<file path="config.mk">
export PLATFORM = sky130hd
export DESIGN_NAME = plbcd_front
export DESIGN_NICKNAME = d
export VERILOG_FILES = /design/src/rtl/core/plbcd_pkg.sv /design/src/rtl/core/plbcd_front.sv
export SDC_FILE = /design/constraint.sdc
export NUM_CORES = 1
export LEC_CHECK = 0
export ABC_AREA = 1
export ABC_CLOCK_PERIOD_IN_PS = 4420
export BUFFER_PORTS_ARGS = -buffer_cell sky130_fd_sc_hd__buf_2
export CORE_ASPECT_RATIO = 1.4
export CORE_MARGIN = 5
export CORE_UTILIZATION = 30
export CTS_CLUSTER_SIZE = 14
export DETAILED_ROUTE_END_ITERATION = 6
export GPL_TIMING_DRIVEN = 1
export PLACE_DENSITY = 0.52
export SYNTH_ARGS = -nofsm -noshare
export SYNTH_HDL_FRONTEND = slang
export SYNTH_SLANG_ARGS = --single-unit
</file>
<file path="constraint.sdc">
create_clock -name aclk -period 4.42 [get_ports aclk]
set_clock_uncertainty 0.05 [all_clocks]
set_input_delay 0.221 -clock aclk [delete_from_list [all_inputs] [get_ports aclk]]
set_output_delay 0.221 -clock aclk [all_outputs]
set_load 0.03 [all_outputs]
</file>
<file path="src/rtl/core/plbcd_pkg.sv">
package plbcd_pkg;

    localparam int ENTRIES     = 64;
    localparam int BLOCK_BYTES = 512;
    localparam int PIN_BITS    = 8;

    localparam int IDX_W  = $clog2(ENTRIES);
    localparam int CNT_W  = $clog2(ENTRIES + 1);
    localparam int OFS_W  = $clog2(BLOCK_BYTES);
    localparam int POS_W  = 64;
    localparam int BLK_W  = 55;
    localparam int SLOT_W = 6;
    localparam int OP_W   = 2;
    localparam int ST_W   = 2;

    localparam logic [PIN_BITS-1:0] PIN_MAX  = '1;
    localparam logic [CNT_W-1:0]    CNT_FULL = CNT_W'(ENTRIES);

    localparam logic [OP_W-1:0] OP_GET     = 2'd0;
    localparam logic [OP_W-1:0] OP_RELEASE = 2'd1;
    localparam logic [OP_W-1:0] OP_FLUSH   = 2'd2;

    localparam logic [ST_W-1:0] ST_OK       = 2'd0;
    localparam logic [ST_W-1:0] ST_MISS     = 2'd1;
    localparam logic [ST_W-1:0] ST_BUSY     = 2'd2;
    localparam logic [ST_W-1:0] ST_MISALIGN = 2'd3;

    typedef enum logic [2:0] {
        CMD_GET,
        CMD_MISALIGN,
        CMD_RELEASE,
        CMD_FLUSH,
        CMD_NOP
    } cmd_kind_t;

    typedef struct packed {
        cmd_kind_t          kind;
        logic [BLK_W-1:0]   blk;
        logic [SLOT_W-1:0]  slot;
        logic               dirty;
    } cmd_t;

    typedef struct packed {
        logic [BLK_W-1:0]    blk;
        logic                dirty;
        logic [PIN_BITS-1:0] pins;
        logic [IDX_W-1:0]    rank;
    } ent_t;

    typedef struct packed {
        logic [ST_W-1:0]   status;
        logic [SLOT_W-1:0] slot;
        logic              fetch;
        logic              wb;
        logic [BLK_W-1:0]  wb_blk;
        logic              last;
    } res_t;

    localparam int ENT_W = $bits(ent_t);

endpackage

</file>
<file path="src/rtl/core/plbcd_front.sv">
module plbcd_front
    import plbcd_pkg::*;
(
    input  logic              aclk,
    input  logic              aresetn,
    input  logic              s_valid,
    output logic              s_ready,
    input  logic [OP_W-1:0]   s_operation,
    input  logic [POS_W-1:0]  s_position,
    input  logic [SLOT_W-1:0] s_slot,
    input  logic              s_dirty_mark,
    output logic              cmd_valid,
    output cmd_t              cmd,
    input  logic              cmd_pop
);

    cmd_t       q_reg [2];
    logic       wr_reg, wr_next;
    logic       rd_reg, rd_next;
    logic [1:0] cnt_reg, cnt_next;
    logic       push, pop;
    cmd_t       dec;

    // classify the incoming transaction
    always_comb begin
        dec.blk   = s_position[OFS_W +: BLK_W];
        dec.slot  = s_slot;
        dec.dirty = s_dirty_mark;
        unique case (s_operation)
            OP_GET:     dec.kind = (|s_position[OFS_W-1:0]) ? CMD_MISALIGN : CMD_GET;
            OP_RELEASE: dec.kind = CMD_RELEASE;
            OP_FLUSH:   dec.kind = CMD_FLUSH;
            default:    dec.kind = CMD_NOP;
        endcase
    end

    assign s_ready   = (cnt_reg != 2'd2);
    assign cmd_valid = (cnt_reg != 2'd0);
    assign cmd       = q_reg[rd_reg];
    assign push      = s_valid && s_ready;
    assign pop       = cmd_pop && cmd_valid;

    always_comb begin
        wr_next  = push ? !wr_reg : wr_reg;
        rd_next  = pop ? !rd_reg : rd_reg;
        cnt_next = cnt_reg + {1'b0, push} - {1'b0, pop};
    end

    always_ff @(posedge aclk) begin
        if (!aresetn) begin
            wr_reg  <= 1'b0;
            rd_reg  <= 1'b0;
            cnt_reg <= 2'd0;
        end else begin
            wr_reg  <= wr_next;
            rd_reg  <= rd_next;
            cnt_reg <= cnt_next;
        end
        if (push) begin
            q_reg[wr_reg] <= dec;
        end
    end

endmodule

</file>
==> flow_metrics.tcl, run 1 <==
set metrics [dict create \
    whs_endpoint "q_reg[0][62]" \
    boundaryPins 144 \
    grt_pass1_vias 3244 \
    syn-num-nets 333 \
    drv_cap 0 \
    core_area_um2 17200 \
    port_buffers 143 \
    timing.final.ws_setup_ps 1770 \
    clk_latency_ps 410 \
    cts_max_level 4 \
    crit_type "reg2out" \
    fmaxAchievable_mhz 377 \
    cp_data_arrival_time_ps 2380 \
    clockBufferDepth 2 \
    start_util_pct 30.3 \
    finalCritPeriodShare_pct 60.0 \
    relSlewSlack_pct 35.8 \
    grt_overflow 0 \
    synth_seq_cells 135 \
    drt-initial-drc-count 117 \
    cts.clk_slew.worst_paths_ps 60 \
    ctsResizeCount 0 \
    reg2reg_slack_ps 2030 \
    ant_nets 0 \
    fin_setup_tns_ps 0 \
    area_growth_pct 42.5 \
    cp-start-kind "flop" \
    pwr-share-clk_pct 32.0 \
    status "completed" \
    yosysWarnings 0 \
    grt_max_degree 50 \
    place_ws_ps 1930 \
    switching_share_pct 31.1 \
    grt_antenna_before_repair 1 \
    syn_avg_cell_area_um2 20.6 \
    die_w_um 121 \
    pwr-share-seq_pct 40.1 \
    rows 57 \
    finalHoldViolations 0 \
    synth_cell_types 14 \
    p_comb_share_pct 27.9 \
    vias 2930 \
    hold_depth 3 \
    finalMaxSlewViolations 0 \
    final_common_cell "buf_2" \
    die_y_um 166 \
    netlist_area_um2 5210 \
    first_pass_iters 4 \
    largest_reg_flops 130 \
    dieArea_um2 20100 \
    min_path_type "in2reg" \
    min_period_ps 2650 \
    track_usage_pct 10.8 \
    syn-instance-count 253 \
    cp_slowest_cell "dfxtp_4" \
    p_sw_uw 1360 \
    layout-drive-gt1-share_pct 49.9 \
    tightest_slew_ps 960 \
    final_nets 554 \
    cts_sinks 135 \
    holdBufCountCts 63 \
    worstHoldStart "s_operation[1]" \
    wl_per_cell_um 14.7 \
    post-cts-setup-buffers 0 \
    end_kind "output port" \
    ir_drop_mv 0.274 \
    placed_cells 628 \
    globalplace.congestion 0.678 \
    wirelength_um 10600 \
    cp_data_required_time_ps 4150 \
    rsz0062_at_grt "false" \
    crit_chain "buf_4 -> mux2_2 -> buf_2" \
    mostFrequentLayoutCells "buf_2, edfxtp_1, dlygate4sd3_1" \
    r2r_start "cnt_reg[0]" \
    p_leak_uw 0.00293 \
    utilization_pct 43.2 \
    r2r_end "q_reg[0][9]" \
    power_density_nw_per_um2 587 \
    cts_root_buf "clkbuf_16" \
    seq_area_frac_synth_pct 76.9 \
    crit_buf_inv 2 \
    cts_tree "yes" \
    cts-buffers-inserted 17 \
    final-instance-count-excl-fill 724 \
    crit_fanout 49 \
    power.internal_uw 3000 \
    grt_pass1_wl_um 16300 \
    hpwl_um 6880 \
    via_per_inst 4.05 \
    crit_family "flip-flops" \
    drc_errors 0 \
    setup_viol 0 \
    r2r_cells 5 \
    n_fill_cell 1545 \
    max_stage_delay_ps 920 \
]
power by group through the flow:
stage / clock network, uW / registers, uW / logic [uW]
global placement: 0 / 1770 / 1180
CTS: 1430 / 1750 / 1240
detailed placement: 0 / 1780 / 1200
floorplan: 0 / 1700 / 955
global route: 1500 / 1770 / 1290
finish: 1390 / 1750 / 1220
cells by family (layout without fill, tap and decap cells):
family	after synthesis	in the layout	synth area share, %
muxes	65	65	17.7
other	0	1	0
adders and majority gates	3	3	0.721
buffers and inverters	17	251	2.11
xor gates and xnor gates	1	1	0.168
AOI/OAI and AO/OA	2	2	0.240
and+or+nand+nor	30	30	2.21
DFF	135	135	76.9
routing by layer:
metal	up-vias	GRT usage, %	wire length, um
met1	1411	11.1	4130
li1	1407	-	-
met2	93	19.2	5550
met5	-	0	0
met3	19	3.75	659
met4	0	5.75	299
synthesized netlist by cell type:
cell type	count	area, um2
nand2_1	15	56.3
mux2_2	15	169
mux2_4	50	751
buf_6	6	67.6
a21oi_1	1	5.00
nand3_1	2	10.0
nor2_1	13	48.8
dfxtp_1	5	100
xnor2_1	1	8.76
o21bai_1	1	7.51
ha_1	3	37.5
edfxtp_1	130	3900
inv_1	10	37.5
buf_2	1	5.00
how the worst max path moves through the flow:
stage                          start            to  slack (ps)  cells past startpoint
after floorplan           cnt_reg[0]   q_reg[1][0]         290                      4
after global placement    cnt_reg[0]  q_reg[0][10]        2010                      5
after detailed placement  cnt_reg[0]  q_reg[0][10]        1930                      5
after CTS                       flop       cmd[64]        1670                      3
after global routing            flop       cmd[64]        1620                      3
final                           flop       cmd[64]        1770                      3
per-stage QoR:
step	instance area (um2)	hold slack, ps	total power, uW
5_1_grt	7420	97.8	4560
6_report	7420	101	4360
2_1_floorplan	5210	264	2660
4_1_cts	7420	78.3	4430
3_3_place_gp	6200	361	2950
3_5_place_dp	6200	363	2970
cell type report:
type / instances / area (um2) / share of cell area [%]
flip-flops and latches: 135 / 4010 / 54.0
repair buffers: 209 / 1380 / 18.6
multi-input cells: 101 / 1110 / 14.9
clock buffers: 17 / 425 / 5.73
well taps: 236 / 295 / 3.98
clock inverters: 15 / 161 / 2.18
inverters: 10 / 37.5 / 0.506
diodes: 1 / 2.50 / 0.0337
tightest hold or removal path: stages:
cell	delay (ps)
buf_2	100
nand2_1	50
nand2_1	70
No activity file was read; power rests on OpenSTA's default activity.
==> run 2, diff against run 1 <==
Settings changed: ABC_CLOCK_PERIOD_IN_PS 4420 to 2700.
Clock period 4.42 ns to 2.7 ns, I/O delays scaled along.
==> flow_metrics.tcl, run 2 (same netlist as run 1, synthesis figures left out) <==
set metrics [dict create \
    status "completed" \
    layout-drive-gt1-share_pct 49.0 \
    drt-initial-drc-count 80 \
    reg2reg_slack_ps 1080 \
    grt_max_degree 67 \
    fin_setup_tns_ps 0 \
    ir_drop_mv 0.603 \
    rsz0062_at_grt "false" \
    grt_antenna_before_repair 2 \
    final_common_cell "buf_2" \
    placed_cells 629 \
    relSlewSlack_pct 74.3 \
    mostFrequentLayoutCells "buf_2, edfxtp_1, dlygate4sd3_1" \
    drc_errors 0 \
    hpwl_um 6640 \
    start_util_pct 30.3 \
    finalCritPeriodShare_pct 75.0 \
    grt_overflow 0 \
    wl_per_cell_um 14.2 \
    cp_data_arrival_time_ps 1840 \
    finalHoldViolations 0 \
    area_growth_pct 42.2 \
    core_area_um2 17200 \
    clk_latency_ps 400 \
    p_leak_uw 0.00293 \
    die_w_um 121 \
    drv_cap 0 \
    clockBufferDepth 2 \
    cts_tree "yes" \
    min_path_type "in2reg" \
    cp_data_required_time_ps 2520 \
    ant_nets 0 \
    r2r_start "cnt_reg[0]" \
    first_pass_iters 4 \
    final_nets 555 \
    vias 2927 \
    cts_sinks 135 \
    crit_type "reg2out" \
    grt_pass1_wl_um 15900 \
    cts-buffers-inserted 17 \
    port_buffers 143 \
    wirelength_um 10300 \
    track_usage_pct 10.5 \
    largest_reg_flops 130 \
    dieArea_um2 20100 \
    cts.clk_slew.worst_paths_ps 50 \
    tightest_slew_ps 386 \
    die_y_um 166 \
    via_per_inst 4.04 \
    min_period_ps 2020 \
    final-instance-count-excl-fill 724 \
    n_antenna_cell 0 \
    cp-start-kind "flop" \
    cts_root_buf "clkbuf_16" \
    setup_viol 0 \
    globalplace.congestion 0.662 \
    ctsResizeCount 0 \
    rows 57 \
    boundaryPins 144 \
    power_density_nw_per_um2 940 \
    finalMaxSlewViolations 0 \
    cts_max_level 4 \
    endpoint "cmd[64]" \
    crit_fanout 19 \
    r2r_cells 11 \
    end_kind "output port" \
    r2r_end "cnt_reg[1]" \
    fmaxAchievable_mhz 494 \
    post-cts-setup-buffers 0 \
    grt_pass1_vias 3200 \
]
==> run 2: power breakdown <==
part           switching (uW)  internal (uW)  total [uW]
Combinational            1260            833        2090
Clock                     759           1340        2100
Sequential                108           2670        2770
==> run 2: cell type report <==
| cell class | count | area (um2) |
|---|---|---|
| fillers | 1568 | 9780 |
| flip-flops and latches | 135 | 4010 |
| repair buffers | 210 | 1410 |
| multi-input cells | 101 | 1110 |
| clock buffers | 28 | 497 |
| well taps | 236 | 295 |
| clock inverters | 4 | 47.5 |
| inverters | 10 | 37.5 |
==> run 2: how the worst min path moves through the flow <==
| stage | from | to | slack [ps] | cells after the start |
|---|---|---|---|---|
| after global placement | s_position[18] | q_reg[0][16] | 270 | 1 |
| after detailed placement | s_position[45] | q_reg[1][43] | 280 | 1 |
| final | s_operation[1] | q_reg[1][62] | 20 | 3 |
| after floorplan | aresetn | cnt_reg[0] | 180 | 2 |
| after global routing | s_operation[1] | q_reg[1][62] | 30 | 3 |
| after CTS | s_operation[1] | q_reg[1][62] | 1 | 3 |
==> run 2: repair_timing <==
action	4_1_cts	5_1_grt
hold buffers	63	0
hold endpoints to repair	129	0
setup endpoints to repair	0	0
==> run 2: metrics by stage <==
step                hold slack, ps  total power (uW)  cell area [um2]  worst slack (ps)  util (%)
floorplan                      178              4340             5210              -341         -
global placement               273              4860             6230              1070      36.3
detailed placement             276              4890             6230              1060      36.3
CTS                          0.973              7100             7410               597      43.1
global route                  27.3              7320             7410               569      43.1
finish                        24.9              6960             7410               676      43.1
==> run 2: worst max-delay path, stage by stage (launching register included) <==
cell,delay (ps)
dfxtp_4,490
buf_4,380
mux2_2,380
buf_2,180
==> run 2: per-layer routing <==
| metal | GRT usage (%) | part of all wire [%] |
|---|---|---|
| met5 | 0 | 0.20 |
| met2 | 17.7 | 52 |
| met4 | 3.95 | 1.3 |
| met1 | 11.5 | 40 |
| met3 | 4.60 | 7.0 |
==> run 3, diff against run 2 <==
Settings changed: ABC_CLOCK_PERIOD_IN_PS 2700 to 2000.
Clock period 2.7 ns to 2 ns, I/O delays scaled along.
==> flow_metrics.tcl, run 3 (same netlist as run 1, synthesis figures left out) <==
set metrics [dict create \
    status "completed" \
    relSlewSlack_pct 62.3 \
    clk_latency_ps 400 \
    cts_root_buf "clkbuf_16" \
    die_w_um 121 \
    finalHoldViolations 0 \
    drc_errors 0 \
    reg2reg_slack_ps 370 \
    setup_viol 0 \
    cp_data_arrival_time_ps 1810 \
    holdBufCountCts 65 \
    cp_data_required_time_ps 1850 \
    core_area_um2 17200 \
    crit_type "reg2out" \
    cts-buffers-inserted 17 \
    cts_sinks 135 \
    finalCritPeriodShare_pct 97.8 \
    cts.clk_slew.worst_paths_ps 50 \
    fin_setup_tns_ps 0 \
    pwr-share-clk_pct 29.8 \
    fmaxAchievable_mhz 511 \
    grt_pass1_vias 3217 \
    cts_max_level 4 \
    p_comb_share_pct 30.9 \
    largest_reg_flops 130 \
    pwr-share-seq_pct 39.4 \
    tightest_slew_ps 565 \
    r2r_start "cnt_reg[1]" \
    whs_endpoint "wr_reg" \
    ant_nets 0 \
    die_y_um 166 \
    hpwl_um 6360 \
    power_density_nw_per_um2 1260 \
    min_path_type "in2reg" \
    grt_pass1_wl_um 15900 \
    post-cts-setup-buffers 0 \
    min_period_ps 1960 \
    design_power_total_uw 9420 \
    dieArea_um2 20100 \
    grt_max_degree 66 \
    drt-initial-drc-count 122 \
    switching_share_pct 31.7 \
    end_kind "output port" \
    area_growth_pct 43.1 \
    wl_per_cell_um 14.3 \
    n_antenna_cell 0 \
    first_pass_iters 4 \
    r2r_cells 10 \
    drv_cap 0 \
    timing.final.ws_setup_ps 43.9 \
    place_ws_ps 385 \
    placed_cells 629 \
    final-instance-count-excl-fill 726 \
    ir_drop_mv 0.606 \
    crit_fanout 65 \
    port_buffers 143 \
    wirelength_um 10400 \
    via_per_inst 4.06 \
    rsz0062_at_grt "false" \
    final_common_cell "buf_2" \
    cp-start-kind "flop" \
    hold_depth 5 \
    finalMaxSlewViolations 0 \
    track_usage_pct 10.5 \
    utilization_pct 43.3 \
    layout-drive-gt1-share_pct 50.6 \
    p_sw_uw 2990 \
    clockBufferDepth 2 \
    grt_antenna_before_repair 0 \
    rows 57 \
    worstHoldStart "s_valid" \
    final_nets 557 \
    globalplace.congestion 0.647 \
    ctsResizeCount 0 \
    boundaryPins 144 \
    p_leak_uw 0.00294 \
    power.internal_uw 6430 \
    grt_overflow 0 \
    r2r_end "cnt_reg[1]" \
    vias 2947 \
    start_util_pct 30.3 \
    mostFrequentLayoutCells "buf_2, edfxtp_1, dlygate4sd3_1" \
    cts_tree "yes" \
]
run 3: changes by cell type in the layout (fill, tap and decap cells not counted), moves of 2 or more:
cell / before / now
clkbuf_1: 8 / 1
clkbuf_8: 3 / 0
clkinv_1: 0 / 2
clkinv_2: 2 / 5
clkinvlp_4: 1 / 5
dlygate4sd3_1: 63 / 65
nand2_1: 15 / 13
nand2_4: 0 / 2
run 3: worst max-delay path: stages, from the launching register on:
cell and delay (ps):
dfxtp_4 350, buf_12 330, mux2_2 400, buf_2 180
run 3: final cells by class:
class | count | area (um2)
fillers | 1567 | 9740
flip-flops and latches | 135 | 4010
repair buffers | 212 | 1450
multi-input cells | 101 | 1120
clock buffers | 18 | 429
well taps | 236 | 295
clock inverters | 14 | 109
inverters | 10 | 37.5
run 3: worst max-delay path by stage:
| stage | depth (start not counted) | from | slack (ps) | to |
|---|---|---|---|---|
| final | 3 | flop | 40 | cmd[5] |
| after global routing | 3 | flop | 10 | cmd[5] |
| after CTS | 3 | flop | 40 | cmd[5] |
| after detailed placement | 10 | cnt_reg[1] | 390 | cnt_reg[1] |
| after global placement | 9 | cnt_reg[1] | 480 | cnt_reg[1] |
| after floorplan | 4 | cnt_reg[0] | -40 | q_reg[1][0] |
run 3: routing by layer:
metal | share of wire, % | up-vias | GRT usage (%) | wire, um
li1 | - | 1412 | - | -
met1 | 37 | 1432 | 10.8 | 3880
met2 | 54 | 95 | 18.6 | 5630
met3 | 7.3 | 8 | 4.12 | 760
met4 | 1.3 | 0 | 4.39 | 131
met5 | 0 | - | 0 | 0
run 3: power groups by stage:
stage | Combinational, uW | Sequential, uW | Clock [uW]
5_1_grt | 3080 | 3750 | 3050
6_report | 2910 | 3710 | 2800
4_1_cts | 2960 | 3710 | 2910
3_5_place_dp | 2860 | 3770 | 0
2_1_floorplan | 2140 | 3740 | 0
3_3_place_gp | 2840 | 3750 | 0
run 3: per-stage QoR:
stage | cell area, um2 | hold WS (ps)
3_5_place_dp | 6260 | 241
2_1_floorplan | 5240 | 143
4_1_cts | 7450 | 21.5
6_report | 7450 | 57.9
5_1_grt | 7450 | 49.2
3_3_place_gp | 6260 | 238
